$ cat src/hdl/rx_ring_packet_deframer_macros.svh
// Assertion macros shared by the deframer RTL.
`ifndef RX_RING_PACKET_DEFRAMER_MACROS_SVH
`define RX_RING_PACKET_DEFRAMER_MACROS_SVH

// Same-cycle implication, checked on every rising edge out of reset.
`define RRPD_ASSERT_NOW(label, ante, cons, msg) \
  label: assert property (@(posedge clk) disable iff (!rst_n) (ante) |-> (cons)) \
    else $error(msg);

// Next-cycle implication.
`define RRPD_ASSERT_NEXT(label, ante, cons, msg) \
  label: assert property (@(posedge clk) disable iff (!rst_n) (ante) |=> (cons)) \
    else $error(msg);

`endif

$ cat src/hdl/rrpd_pkg.sv
package rrpd_pkg;

  localparam int RING_DEPTH = 32;
  localparam int PTR_W      = $clog2(RING_DEPTH);
  localparam int LVL_W      = $clog2(RING_DEPTH + 1);
  localparam int SUM_W      = PTR_W + 1;
  localparam int PKT_BYTES  = 3;

  localparam int IN_TDATA_W  = 8;
  localparam int OUT_TDATA_W = 40;
  localparam int CFG_IDX_W   = 1;
  localparam int CFG_DATA_W  = 32;

  localparam logic ACT_PUSH = 1'b0;
  localparam logic ACT_PULL = 1'b1;

  localparam logic [CFG_IDX_W-1:0] CFG_DEBUG_ADDR  = 1'd0;
  localparam logic [CFG_IDX_W-1:0] CFG_COUNT_TABLE = 1'd1;

  typedef enum logic {
    ST_IDLE,
    ST_SCAN
  } st_t;

  typedef struct packed {
    logic       packet_done;
    logic [3:0] pkt_address;
    logic [1:0] pkt_count;
    logic [1:0] pkt_bytes_read;
    logic [7:0] pkt_byte0;
    logic [7:0] pkt_byte1;
    logic [7:0] pkt_byte2;
    logic [5:0] fifo_level;
    logic       overflowed;
  } res_t;

  function automatic logic header_ok(input logic [7:0] h, input logic [3:0] dbg,
                                     input logic [31:0] tbl);
    logic [3:0] a;
    logic [1:0] c;
    logic [1:0] want;
    a    = h[7:4];
    c    = h[2:1];
    want = tbl[{a, 1'b0} +: 2];
    return !h[0] && ((a == dbg) || (want == c));
  endfunction

endpackage

$ cat src/hdl/rrpd_ram.sv
module rrpd_ram #(
  parameter int WIDTH = 8,
  parameter int DEPTH = 32
) (
  input  logic                     clk,
  input  logic                     wr_en,
  input  logic [$clog2(DEPTH)-1:0] wr_addr,
  input  logic [WIDTH-1:0]         wr_data,
  input  logic [$clog2(DEPTH)-1:0] rd_addr,
  output logic [WIDTH-1:0]         rd_data
);

  logic [WIDTH-1:0] mem [DEPTH];
  logic [WIDTH-1:0] rd_data_r;

  always_ff @(posedge clk) begin
    if (wr_en) begin
      mem[wr_addr] <= wr_data;
    end
    rd_data_r <= mem[rd_addr];
  end

  assign rd_data = rd_data_r;

endmodule

$ cat src/hdl/rrpd_ctrl.sv
module rrpd_ctrl (
  input  logic                 clk,
  input  logic                 rst_n,
  input  logic                 in_valid,
  output logic                 in_ready,
  input  logic                 in_action,
  input  logic [7:0]           in_byte,
  input  logic [3:0]           debug_address,
  input  logic [31:0]          count_table,
  input  logic                 slot_free,
  output logic                 res_valid,
  output rrpd_pkg::res_t       res
);

  rrpd_pkg::st_t state_r, state_nxt;

  logic [rrpd_pkg::PTR_W-1:0] rp_r, rp_nxt, rp_inc;
  logic [rrpd_pkg::LVL_W-1:0] fl_r, fl_nxt, fl_dec;
  logic                       hunting_r, hunting_nxt;
  logic [3:0]                 cur_addr_r, cur_addr_nxt;
  logic [1:0]                 cur_cnt_r, cur_cnt_nxt;
  logic [1:0]                 bg_r, bg_nxt;
  logic [7:0]                 pkt_byte_r   [rrpd_pkg::PKT_BYTES];
  logic [7:0]                 pkt_byte_nxt [rrpd_pkg::PKT_BYTES];

  logic                       accept;
  logic [rrpd_pkg::SUM_W-1:0] slot_sum;
  logic [rrpd_pkg::PTR_W-1:0] wr_slot;
  logic                       ram_we;
  logic [7:0]                 ram_rdata;
  logic                       hdr_ok;
  logic                       done;
  logic                       ovf;

  assign in_ready = (state_r == rrpd_pkg::ST_IDLE) && slot_free;
  assign accept   = in_valid && in_ready;

  assign slot_sum = {1'b0, rp_r} + rrpd_pkg::SUM_W'(fl_r);
  assign wr_slot  = (slot_sum >= rrpd_pkg::SUM_W'(rrpd_pkg::RING_DEPTH)) ?
                    rrpd_pkg::PTR_W'(slot_sum - rrpd_pkg::SUM_W'(rrpd_pkg::RING_DEPTH)) :
                    rrpd_pkg::PTR_W'(slot_sum);
  assign rp_inc   = (rp_r == rrpd_pkg::PTR_W'(rrpd_pkg::RING_DEPTH - 1)) ? '0 : rp_r + 1'b1;
  assign fl_dec   = fl_r - 1'b1;
  assign hdr_ok   = rrpd_pkg::header_ok(ram_rdata, debug_address, count_table);

  rrpd_ram #(
    .WIDTH (8),
    .DEPTH (rrpd_pkg::RING_DEPTH)
  ) u_ring (
    .clk     (clk),
    .wr_en   (ram_we),
    .wr_addr (wr_slot),
    .wr_data (in_byte),
    .rd_addr (rp_nxt),
    .rd_data (ram_rdata)
  );

  // next state
  always_comb begin
    state_nxt = state_r;
    unique case (state_r)
      rrpd_pkg::ST_IDLE: begin
        if (accept && (in_action == rrpd_pkg::ACT_PULL) && (fl_r != '0)) begin
          state_nxt = rrpd_pkg::ST_SCAN;
        end
      end
      rrpd_pkg::ST_SCAN: begin
        if (res_valid) begin
          state_nxt = rrpd_pkg::ST_IDLE;
        end
      end
    endcase
  end

  // ring and deframer updates
  always_comb begin
    rp_nxt       = rp_r;
    fl_nxt       = fl_r;
    hunting_nxt  = hunting_r;
    cur_addr_nxt = cur_addr_r;
    cur_cnt_nxt  = cur_cnt_r;
    bg_nxt       = bg_r;
    pkt_byte_nxt = pkt_byte_r;
    ram_we       = 1'b0;
    res_valid    = 1'b0;
    done         = 1'b0;
    ovf          = 1'b0;
    unique case (state_r)
      rrpd_pkg::ST_IDLE: begin
        if (accept) begin
          if (in_action == rrpd_pkg::ACT_PUSH) begin
            ram_we    = 1'b1;
            res_valid = 1'b1;
            if (fl_r == rrpd_pkg::LVL_W'(rrpd_pkg::RING_DEPTH)) begin
              fl_nxt = '0;
              ovf    = 1'b1;
            end else begin
              fl_nxt = fl_r + 1'b1;
            end
          end else if (fl_r == '0) begin
            res_valid = 1'b1;
          end
        end
      end
      rrpd_pkg::ST_SCAN: begin
        rp_nxt = rp_inc;
        fl_nxt = fl_dec;
        if (hunting_r) begin
          if (hdr_ok) begin
            cur_addr_nxt = ram_rdata[7:4];
            cur_cnt_nxt  = ram_rdata[2:1];
            bg_nxt       = '0;
            hunting_nxt  = 1'b0;
            if (ram_rdata[2:1] == 2'd0) begin
              done        = 1'b1;
              hunting_nxt = 1'b1;
              res_valid   = 1'b1;
            end else if (fl_dec == '0) begin
              res_valid = 1'b1;
            end
          end else if (fl_dec == '0) begin
            res_valid = 1'b1;
          end
        end else begin
          for (int k = 0; k < rrpd_pkg::PKT_BYTES; k++) begin
            if (bg_r == 2'(k)) begin
              pkt_byte_nxt[k] = ram_rdata;
            end
          end
          bg_nxt = bg_r + 1'b1;
          if ((bg_r + 1'b1) == cur_cnt_r) begin
            done        = 1'b1;
            hunting_nxt = 1'b1;
            res_valid   = 1'b1;
          end else if (fl_dec == '0) begin
            res_valid = 1'b1;
          end
        end
      end
    endcase
  end

  always_comb begin
    res.packet_done    = done;
    res.pkt_address    = cur_addr_nxt;
    res.pkt_count      = cur_cnt_nxt;
    res.pkt_bytes_read = bg_nxt;
    res.pkt_byte0      = (bg_nxt > 2'd0) ? pkt_byte_nxt[0] : 8'h00;
    res.pkt_byte1      = (bg_nxt > 2'd1) ? pkt_byte_nxt[1] : 8'h00;
    res.pkt_byte2      = (bg_nxt > 2'd2) ? pkt_byte_nxt[2] : 8'h00;
    res.fifo_level     = 6'(fl_nxt);
    res.overflowed     = ovf;
  end

  always_ff @(posedge clk) begin
    if (!rst_n) begin
      state_r    <= rrpd_pkg::ST_IDLE;
      rp_r       <= '0;
      fl_r       <= '0;
      hunting_r  <= 1'b1;
      cur_addr_r <= '0;
      cur_cnt_r  <= '0;
      bg_r       <= '0;
    end else begin
      state_r    <= state_nxt;
      rp_r       <= rp_nxt;
      fl_r       <= fl_nxt;
      hunting_r  <= hunting_nxt;
      cur_addr_r <= cur_addr_nxt;
      cur_cnt_r  <= cur_cnt_nxt;
      bg_r       <= bg_nxt;
    end
  end

  always_ff @(posedge clk) begin
    pkt_byte_r <= pkt_byte_nxt;
  end

endmodule

$ cat src/hdl/rx_ring_packet_deframer.sv
// Receive ring FIFO with header-based packet deframer.
// in_*  : one transaction per item; in_tuser selects push (0) or pull (1),
//         in_tdata carries the received byte for a push.
// out_* : exactly one result transaction per input transaction, in order.
// cfg_* : register writes (index 0 debug address, 1 expected count table),
//         always accepted; write only while the block is idle.
// A push or a pull on an empty ring shows its result in the cycle after
// acceptance. A pull that finds bytes reads the ring one byte per cycle and
// consumes dropped non-headers, the header and data bytes until a packet is
// done or the ring runs empty.
// A new item is taken once the previous one is finished and the output
// register is empty or being drained in the same cycle.
// Reset (rst_n low, synchronous) empties the ring, clears the state and
// config registers and starts in header hunting. A stalled receiver holds
// the result in the output register and blocks further input until it is taken.
`include "rx_ring_packet_deframer_macros.svh"

module rx_ring_packet_deframer (
  input  logic                                clk,
  input  logic                                rst_n,
  input  logic                                in_tvalid,
  output logic                                in_tready,
  input  logic [rrpd_pkg::IN_TDATA_W-1:0]     in_tdata,   // [7:0] rx_byte
  input  logic                                in_tuser,   // [0] action
  output logic                                out_tvalid,
  input  logic                                out_tready,
  // [3:0] pkt_address, [5:4] pkt_count, [7:6] pkt_bytes_read, [15:8] pkt_byte0,
  // [23:16] pkt_byte1, [31:24] pkt_byte2, [37:32] fifo_level, [38] overflowed
  output logic [rrpd_pkg::OUT_TDATA_W-1:0]    out_tdata,
  output logic                                out_tuser,  // [0] packet_done
  input  logic                                cfg_valid,
  output logic                                cfg_ready,
  input  logic [rrpd_pkg::CFG_IDX_W-1:0]      cfg_index,
  input  logic [rrpd_pkg::CFG_DATA_W-1:0]     cfg_data
);

  logic [3:0]     debug_address_r;
  logic [31:0]    count_table_r;
  logic           out_valid_r;
  rrpd_pkg::res_t out_res_r;
  logic           slot_free;
  logic           res_valid;
  rrpd_pkg::res_t res;

  assign cfg_ready = 1'b1;
  assign slot_free = !out_valid_r || out_tready;

  always_ff @(posedge clk) begin
    if (!rst_n) begin
      debug_address_r <= '0;
      count_table_r   <= '0;
    end else if (cfg_valid && cfg_ready) begin
      unique case (cfg_index)
        rrpd_pkg::CFG_DEBUG_ADDR:  debug_address_r <= cfg_data[3:0];
        rrpd_pkg::CFG_COUNT_TABLE: count_table_r   <= cfg_data;
      endcase
    end
  end

  rrpd_ctrl u_ctrl (
    .clk           (clk),
    .rst_n         (rst_n),
    .in_valid      (in_tvalid),
    .in_ready      (in_tready),
    .in_action     (in_tuser),
    .in_byte       (in_tdata),
    .debug_address (debug_address_r),
    .count_table   (count_table_r),
    .slot_free     (slot_free),
    .res_valid     (res_valid),
    .res           (res)
  );

  always_ff @(posedge clk) begin
    if (!rst_n) begin
      out_valid_r <= 1'b0;
    end else if (res_valid) begin
      out_valid_r <= 1'b1;
    end else if (out_tready) begin
      out_valid_r <= 1'b0;
    end
  end

  always_ff @(posedge clk) begin
    if (res_valid) begin
      out_res_r <= res;
    end
  end

  assign out_tvalid = out_valid_r;
  assign out_tuser  = out_res_r.packet_done;
  assign out_tdata  = {1'b0, out_res_r.overflowed, out_res_r.fifo_level,
                       out_res_r.pkt_byte2, out_res_r.pkt_byte1, out_res_r.pkt_byte0,
                       out_res_r.pkt_bytes_read, out_res_r.pkt_count,
                       out_res_r.pkt_address};

  `RRPD_ASSERT_NOW(a_ready_needs_slot, in_tready, !out_tvalid || out_tready,
                   "input taken while result register is blocked")
  `RRPD_ASSERT_NEXT(a_push_one_cycle, in_tvalid && in_tready && in_tuser == rrpd_pkg::ACT_PUSH,
                    out_tvalid, "push result not presented next cycle")
  `RRPD_ASSERT_NOW(a_level_bound, out_tvalid,
                   out_tdata[37:32] <= 6'(rrpd_pkg::RING_DEPTH), "fill level beyond ring size")
  `RRPD_ASSERT_NOW(a_ovf_empties, out_tvalid && out_tdata[38],
                   out_tdata[37:32] == 6'd0 && !out_tuser, "overflow without empty ring")
  `RRPD_ASSERT_NOW(a_done_complete, out_tvalid && out_tuser,
                   out_tdata[7:6] == out_tdata[5:4], "packet done with missing bytes")

endmodule
$ cat config.mk
export PLATFORM = sky130hd
export DESIGN_NAME = rx_ring_packet_deframer
export DESIGN_NICKNAME = d
export VERILOG_FILES = /design/src/hdl/rrpd_pkg.sv /design/src/hdl/rrpd_ram.sv /design/src/hdl/rrpd_ctrl.sv /design/src/hdl/rx_ring_packet_deframer.sv
export VERILOG_INCLUDE_DIRS = /design/src /design/src/hdl
export SDC_FILE = /design/constraint.sdc
export NUM_CORES = 1
export LEC_CHECK = 0
export BUFFER_PORTS_ARGS = -buffer_cell sky130_fd_sc_hd__buf_2
export CAP_MARGIN = 20
export CORE_MARGIN = 2
export CORE_UTILIZATION = 61
export CTS_BUF_LIST = sky130_fd_sc_hd__clkbuf_8 sky130_fd_sc_hd__clkbuf_16
export DETAILED_ROUTE_END_ITERATION = 10
export PLACE_DENSITY = 0.89
export SLEW_MARGIN = 15
export SYNTH_ARGS = -nofsm -noshare
export SYNTH_HDL_FRONTEND = slang
export SYNTH_SLANG_ARGS = --single-unit
$ cat constraint.sdc
create_clock -name clk -period 6.3 [get_ports clk]
set_clock_uncertainty 0.2 [all_clocks]
set_input_delay 1.26 -clock clk [delete_from_list [all_inputs] [get_ports clk]]
set_output_delay 1.26 -clock clk [all_outputs]
set_load 0.05 [all_outputs]
==> Word-level counts from Yosys, hierarchy flattened <==
Memory sizes are Yosys's and may differ from the RTL's. A register that Yosys moved wholly into a read port is not among the register bits.
Index checks and enable logic that the tools add are counted.
{ "word_totals": {"out_inout_bits": 44, "elab_cells": 109, "inputBits": 47, "mem_bits_rw": 256, "mem_count": 1, "register_bits": 122} }
{ "mem_list": {"columns": ["memory", "depth", "word_bits", "rd", "rd_clocked_by_memory_dff", "write_ports", "line_no", "rtl"], "rows": [
  ["u_ctrl.u_ring.mem", 32, 8, 1, 1, 1, "rrpd_ram.sv:13", "logic [WIDTH-1:0] mem [DEPTH];"]
]} }
{ "op_classes": {"n_reduce_logical": 18, "eq_ne": 7, "magnitude_cmp": 4, "shifts": 1, "bitwise_logic": 3, "addsub": 6, "muxes": 47} }
{ "op_table": {"columns": ["op", "count"], "rows": [
  ["$mux W24", 2],
  ["$shiftx A32 B6 Y2", 1],
  ["$mux W1", 24],
  ["$mux W8", 3],
  ["$mux W6", 3],
  ["$mux W5", 3],
  ["$logic_not A6 Y1", 2],
  ["$mux W2", 6],
  ["$mux W4", 3],
  ["$pmux W6 S2", 1],
  ["$add A5 B6 Y6", 1],
  ["$add A6 B1 Y6 const B", 1],
  ["$eq A6 B6 Y1 const B", 1],
  ["$ge A6 B6 Y1 const B", 1],
  ["$reduce_bool A6 Y1", 1],
  ["$sub A6 B1 Y6 const B", 1],
  ["$add A5 B1 Y5 const B", 1],
  ["$eq A5 B5 Y1 const B", 1],
  ["$logic_and A1 B1 Y1", 5],
  ["$sub A5 B1 Y5 const B", 1],
  ["$eq A2 B2 Y1", 2],
  ["$eq A4 B4 Y1", 1],
  ["$gt A2 B1 Y1 const B", 2],
  ["$logic_not A2 Y1", 2],
  ["other kinds (11)", 17]
]} }

==> Depth between registers and ports, before layout <==
{ "depth": {"ltp_word": 9, "depth_mapped": 12, "ltp_nobuf": 10} }

==> By module <==
From an unflattened synthesis, not the netlist that was laid out.
{ "hier_totals": {"hier_cells": 914, "area_unflattened_um2": 15487.4} }
{ "by_module_without_submodules": {"columns": ["module", "seq_area_each_um2", "cells_per_inst", "area_per_inst_um2", "instances"], "rows": [
  ["rrpd_ram", 7847.5, 417, 10053.4, 1],
  ["rrpd_ctrl", 900.9, 288, 2767.7, 1],
  ["rx_ring_packet_deframer", 1941.9, 209, 2666.3, 1]
]} }

==> Worst setup path before layout <==
OpenSTA, ideal clock, no wires.
{ "synth_path": {"kind": "input -> register", "start": "input out_tready", "end": "register out_res_r (netlist bit out_tdata[0]) (enable)", "cell_stages": 6, "n_path_buf": 0, "t_required_ns": 5.649, "path_slack_ns": 1.106, "setup_time_ns": 0.451, "arrival_time_ns": 4.544, "path_cell_list": "nand2b_1 > nor2b_1 > nand3_1 > a21oi_1 > nor2_1 > a21oi_1"} }
{ "synth_between": {"elab_chain_cells": 5} }
{ "synth_lines": {"columns": ["item", "line_no", "rtl"], "rows": [
  ["start, declared", "rx_ring_packet_deframer.sv:26", "input logic out_tready,"],
  ["$logic_or A1 B1 Y1", "rx_ring_packet_deframer.sv:46", "assign slot_free = !out_valid_r || out_tready;"],
  ["$logic_and A1 B1 Y1", "rrpd_ctrl.sv:35", "assign in_ready = (state_r == rrpd_pkg::ST_IDLE) && slot_free;"],
  ["via in_tready", "rx_ring_packet_deframer.sv:22", "output logic in_tready,"],
  ["$logic_and A1 B1 Y1", "rrpd_ctrl.sv:36", "assign accept = in_valid && in_ready;"],
  ["$mux W1", "rrpd_ctrl.sv:90", "if (accept) begin"],
  ["$pmux W1 S2", "rrpd_ctrl.sv:88", "unique case (state_r)"],
  ["via res_valid", "rx_ring_packet_deframer.sv:42", "logic res_valid;"],
  ["end signal, assigned", "rx_ring_packet_deframer.sv:86", "out_res_r <= res;"],
  ["end, declared", "rx_ring_packet_deframer.sv:40", "rrpd_pkg::res_t out_res_r;"]
]} }
The timed path passes the listed nets, and every way through them passes these cells.
A chain may end at the register's enable or synchronous reset.

==> Final worst setup path <==
{ "layout_path": {"start": "register u_ctrl.rp_r[0] (netlist name)", "end": "register u_ctrl.u_ring.rd_data_r[7], in the netlist u_ctrl.u_ring.rd_data[7], read port of u_ctrl.u_ring.mem"} }
{ "layout_between": {"elab_chain_cells": 3, "elab_cells_between_ends": 4, "classes_between": "1 x add/sub; 1 x eq/ne; 2 x mux"} }
{ "layout_lines": {"columns": ["item", "line_no", "rtl"], "rows": [
  ["start, declared", "rrpd_ctrl.sv:17", "logic [rrpd_pkg::PTR_W-1:0] rp_r, rp_nxt, rp_inc;"],
  ["start signal, assigned", "rrpd_ctrl.sv:166", "rp_r <= rp_nxt;"],
  ["$add A5 B1 Y5 / $eq A5 B5 Y1 (equally long branches)", "rrpd_ctrl.sv:42", "assign rp_inc = (rp_r == rrpd_pkg::PTR_W'(rrpd_pkg::RING_DEPTH - 1)) ? '0 : rp_r + 1'b1;"],
  ["$mux W5", "rrpd_ctrl.sv:42", null],
  ["$mux W5 *", "rrpd_ctrl.sv:88", null],
  ["end, declared", "rrpd_ram.sv:14", "logic [WIDTH-1:0] rd_data_r;"]
]} }
Every way passes the cells marked *; elsewhere a longest branch is shown, timed or not.

==> key figures <==
Outcome
  • Run status: complete, no violations

Logic synthesis
  • Synthesized net count: around 1300
  • Post-synthesis instance area: about 16000 um^2
  • #FFs+latches synth: 386
  • Primary FF master, synth: sky130_fd_sc_hd__edfxtp_1
  • Part of the Yosys area used for sequential elements: 0.675
  • Synth warn: 0
  • Number of enable flip-flop cells after synthesis: between 200 and 300
  • Avg Synthesized Cell Area: 12.7 um^2
  • Share of synthesized registers carrying an async set or reset: 0
  • Post-synthesis instance total: around 1300
  • Distinct cells, synth: 53

Route
  • Overall via count from detail_route: 10900
  • Number of nets with antenna violations after detailed routing: 0
  • Routed wire length: 37.4 mm
  • Detailed-route DRC error count: 0
  • Number of optimization iterations in the first detailed-route pass: 6
  • Detailed Route Iter0 Violations: 1653
  • Routed via count divided by cell count: 6.56
  • Routed WL per cell: between 20 and 25 um

Layout
  • Final antenna diode count: 0
  • Most common library cell in the layout ignoring fill and taps: sky130_fd_sc_hd__edfxtp_1
  • Nets: 1359
  • Area growth, synth to finish: 11.4%
  • Final Core Density: 0.696
  • Count of fill cells added during filler insertion: 1530
  • Fraction of layout instances using a drive strength above 1: 0.147
  • Top library cells by usage in the layout, fill and taps aside: sky130_fd_sc_hd__edfxtp_1 (296), sky130_fd_sc_hd__nand2_1 (229), sky130_fd_sc_hd__dfxtp_1 (90), sky130_fd_sc_hd__buf_2 (88), sky130_fd_sc_hd__and3_1 (67)

Setup path
  • List of cells traversed by the critical path: ha_1 > and3_1 > ha_1 > nand3b_1 > nand2_4 > buf_4 > a211oi_1 > a311oi_1 > nor3_1 > o31ai_1
  • Number of cells on the worst reg-to-reg path: 10
  • Crit-path max cell delay: 1.01 ns
  • Worst-path cell with the longest stage delay: sky130_fd_sc_hd__nand2_4
  • Combined buffer and inverter count along the critical path: 1
  • Endpoint kind of the worst setup timing path: flop
  • Worst endpoint data arrival time: ~4.7 ns
  • Type of the worst setup path: reg2reg
  • Critical path fanouts, max: between 90 and 100
  • Kind of cell adding the most delay to the critical path: simple AND/OR/NAND/NOR gates
  • Reg-to-reg startpoint: u_ctrl.rp_r[0]
  • CP Launch Type: flop
  • Critical Path RT: 6.53 ns
  • Register-to-register setup slack: 1.81 ns
  • Reg-to-reg critical path endpoint: u_ctrl.u_ring.rd_data[7]
  • Cell occurring most often along the worst timing path: sky130_fd_sc_hd__ha_1

CTS
  • Post-cts resize count: 0
  • TritonCTS clock tree: built
  • Clock slew seen by the registers of the worst setup and hold paths: 0.06 ns
  • Post-CTS setup buffer count: 0
  • Source-to-sink clock delay at the later pin of the worst-skew pair: 0.54 ns
  • CTS root buf: sky130_fd_sc_hd__clkbuf_16
  • H-tree levels: 2
  • Total CTS buffers: 38
  • Largest buffer count on any clock path: 3
  • Cts-stage hold buffer count: 0
  • # clock sinks: 386

GRT
  • Maximum number of pins on one net before global-route repair: 92
  • Overall Global Routing Usage: 0.278
  • Via count of the first global-routing pass: 10800
  • Sum of overflow across all layers after global routing: 0
  • Global-route wire length before repair: slightly below 60 mm
  • Number of antenna violations at the first check in global routing: 0

Timing
  • Worst slew margin relative to its limit: 0.264
  • Number of pins with negative max-slew slack in the final report: 0
  • Maximum clock rate: roughly 0.22 GHz
  • Worst Tran Pin Value: 1.10 ns
  • Hold Violations, Final: 0
  • Tcrit/Tclk final: 0.713
  • Setup-violating endpoint count in the final report: 0
  • Final-layout setup total negative slack: 0 ns
  • Unrepaired setup endpoints after global routing: false
  • Time the worst path needs with I/O delays and setup: 4.49 ns

Power and ir drop
  • Max IR drop VDD: ~0.52 mV
  • Final Total Pwr: 0.00741 W
  • Power density of the placed cells: between 400 and 500 nW/um^2
  • Total leakage power: 6.19 nW

Die
  • Number of core rows: 58
  • Chip width: 165 um
  • Die outline height: approximately 170 um
  • I/O pin count: 91
  • Core box area: 25300 um^2
  • Effective utilization at floorplan: 0.625
  • Overall die area: 27300 um^2

Job
  • Maximum capacitance violations: 0

Place
  • Number of buffers added on ports: 88
  • Final GP Congestion: 0.820
  • Post-detail-place hpwl: around 22 mm

Min path
  • Worst Hold End: u_ctrl.pkt_byte_r[0]
  • Hold path startpoint: u_ctrl.pkt_byte_r[0]
  • Number of stages on the worst hold path: 2
  • HP Class: reg2reg
## power by group
group / internal [W] / switching [W] / total (W)
Sequential: 0.00305 / 0.000221 / 0.00327
Combinational: 0.000592 / 0.00141 / 0.00200
Clock: 0.00120 / 0.000946 / 0.00214
Total: 0.00483 / 0.00257 / 0.00741
## layer usage
metal / routed length (um) / vias up / GRT usage
met1: 13800 / 5211 / 0.367
li1: - / 4754 / -
met4: 1340 / 0 / 0.106
met2: 17900 / 771 / 0.455
met3: 4430 / 148 / 0.0624
met5: 0 / - / 0
## layout make-up
cell class              instances  area [um^2]  area share
inverters                       9         33.8     0.00192
flip-flops and latches        386        10700       0.606
multi-input cells             762         4750       0.270
repair buffers                102          566      0.0321
clock buffers                  41         1000      0.0569
well taps                     330          413      0.0234
clock inverters                29          173     0.00979
## cell families after synthesis
kind of cell / count (synthesis) / synth area share
AO/OA/AOI/OAI: 221 / 0.103
XOR/XNOR: 22 / 0.0122
adder cells (fa/ha/maj): 13 / 0.0108
buffers and inverters: 103 / 0.0267
flip-flops: 386 / 0.675
multiplexers: 49 / 0.0374
other: 2 / 0.000474
AND/OR/NAND/NOR: 455 / 0.134
## state kept, by name (all words and copies together), names as in the netlist
name,flops
u_ctrl.u_ring.mem,256
u_ctrl.rp_r,5
out_tdata,39
u_ctrl.bg_r,2
u_ctrl.state_r,1
u_ctrl.fl_r,6
u_ctrl.u_ring.rd_data,8
u_ctrl.cur_cnt_r,2
out_tuser,1
count_table_r,32
u_ctrl.pkt_byte_r,24
debug_address_r,4
u_ctrl.hunting_r,1
u_ctrl.cur_addr_r,4
out_tvalid,1
## synth_stat cells, types with 9 or more instances
library cell               count  area (um^2)
sky130_fd_sc_hd__nor2b_1      21          131
sky130_fd_sc_hd__xnor2_1      12          105
sky130_fd_sc_hd__inv_1         9         33.8
sky130_fd_sc_hd__nand2_1     230          863
sky130_fd_sc_hd__a211oi_1     66          495
sky130_fd_sc_hd__nand3_1      16         80.1
sky130_fd_sc_hd__nor3_1       22          110
sky130_fd_sc_hd__a21oi_1      49          245
sky130_fd_sc_hd__dfxtp_1      90         1800
sky130_fd_sc_hd__buf_1        15         56.3
sky130_fd_sc_hd__mux2i_1      22          220
sky130_fd_sc_hd__xor2_1       10         87.6
sky130_fd_sc_hd__and2_1       14         87.6
sky130_fd_sc_hd__a311oi_1     65          569
sky130_fd_sc_hd__clkbuf_1     65          244
sky130_fd_sc_hd__mux2_2       17          191
sky130_fd_sc_hd__edfxtp_1    296         8890
sky130_fd_sc_hd__o31ai_1      10         75.1
sky130_fd_sc_hd__nor2_1       57          214
sky130_fd_sc_hd__or3_1         9         56.3
sky130_fd_sc_hd__ha_1         12          150
sky130_fd_sc_hd__and3_1       67          419
## tightest hold or removal path, stage by stage (launching register included)
cell                      delay [ns]
sky130_fd_sc_hd__dfxtp_1        0.31
sky130_fd_sc_hd__nand2_1        0.06
sky130_fd_sc_hd__nand2_1        0.06
## worst max-delay path by stage
stage | from | end | depth (start not counted) | slack (ns)
2_1_floorplan | out_tready | out_tdata[0] | 6 | 1.11
3_3_place_gp | u_ctrl.u_ring.rd_data[4] | out_tdata[13] | 7 | 2.02
3_5_place_dp | u_ctrl.u_ring.rd_data[4] | out_tdata[13] | 7 | 1.88
4_1_cts | u_ctrl.u_ring.rd_data[4] | out_tdata[10] | 7 | 1.90
5_1_grt | u_ctrl.rp_r[0] | u_ctrl.u_ring.rd_data[7] | 10 | 1.60
6_report | u_ctrl.rp_r[0] | u_ctrl.u_ring.rd_data[7] | 10 | 1.81
## through the flow
step	cell area [um^2]	setup slack (ns)	hold WS, ns	cells
2_1_floorplan	15800	1.11	0.218	1251
3_3_place_gp	16400	2.02	0.228	1588
3_5_place_dp	16400	1.88	0.236	1588
4_1_cts	17600	1.90	0.254	1658
5_1_grt	17600	1.60	0.278	1659
6_report	17600	1.81	0.256	1659
(Power assumes the default switching activity.)
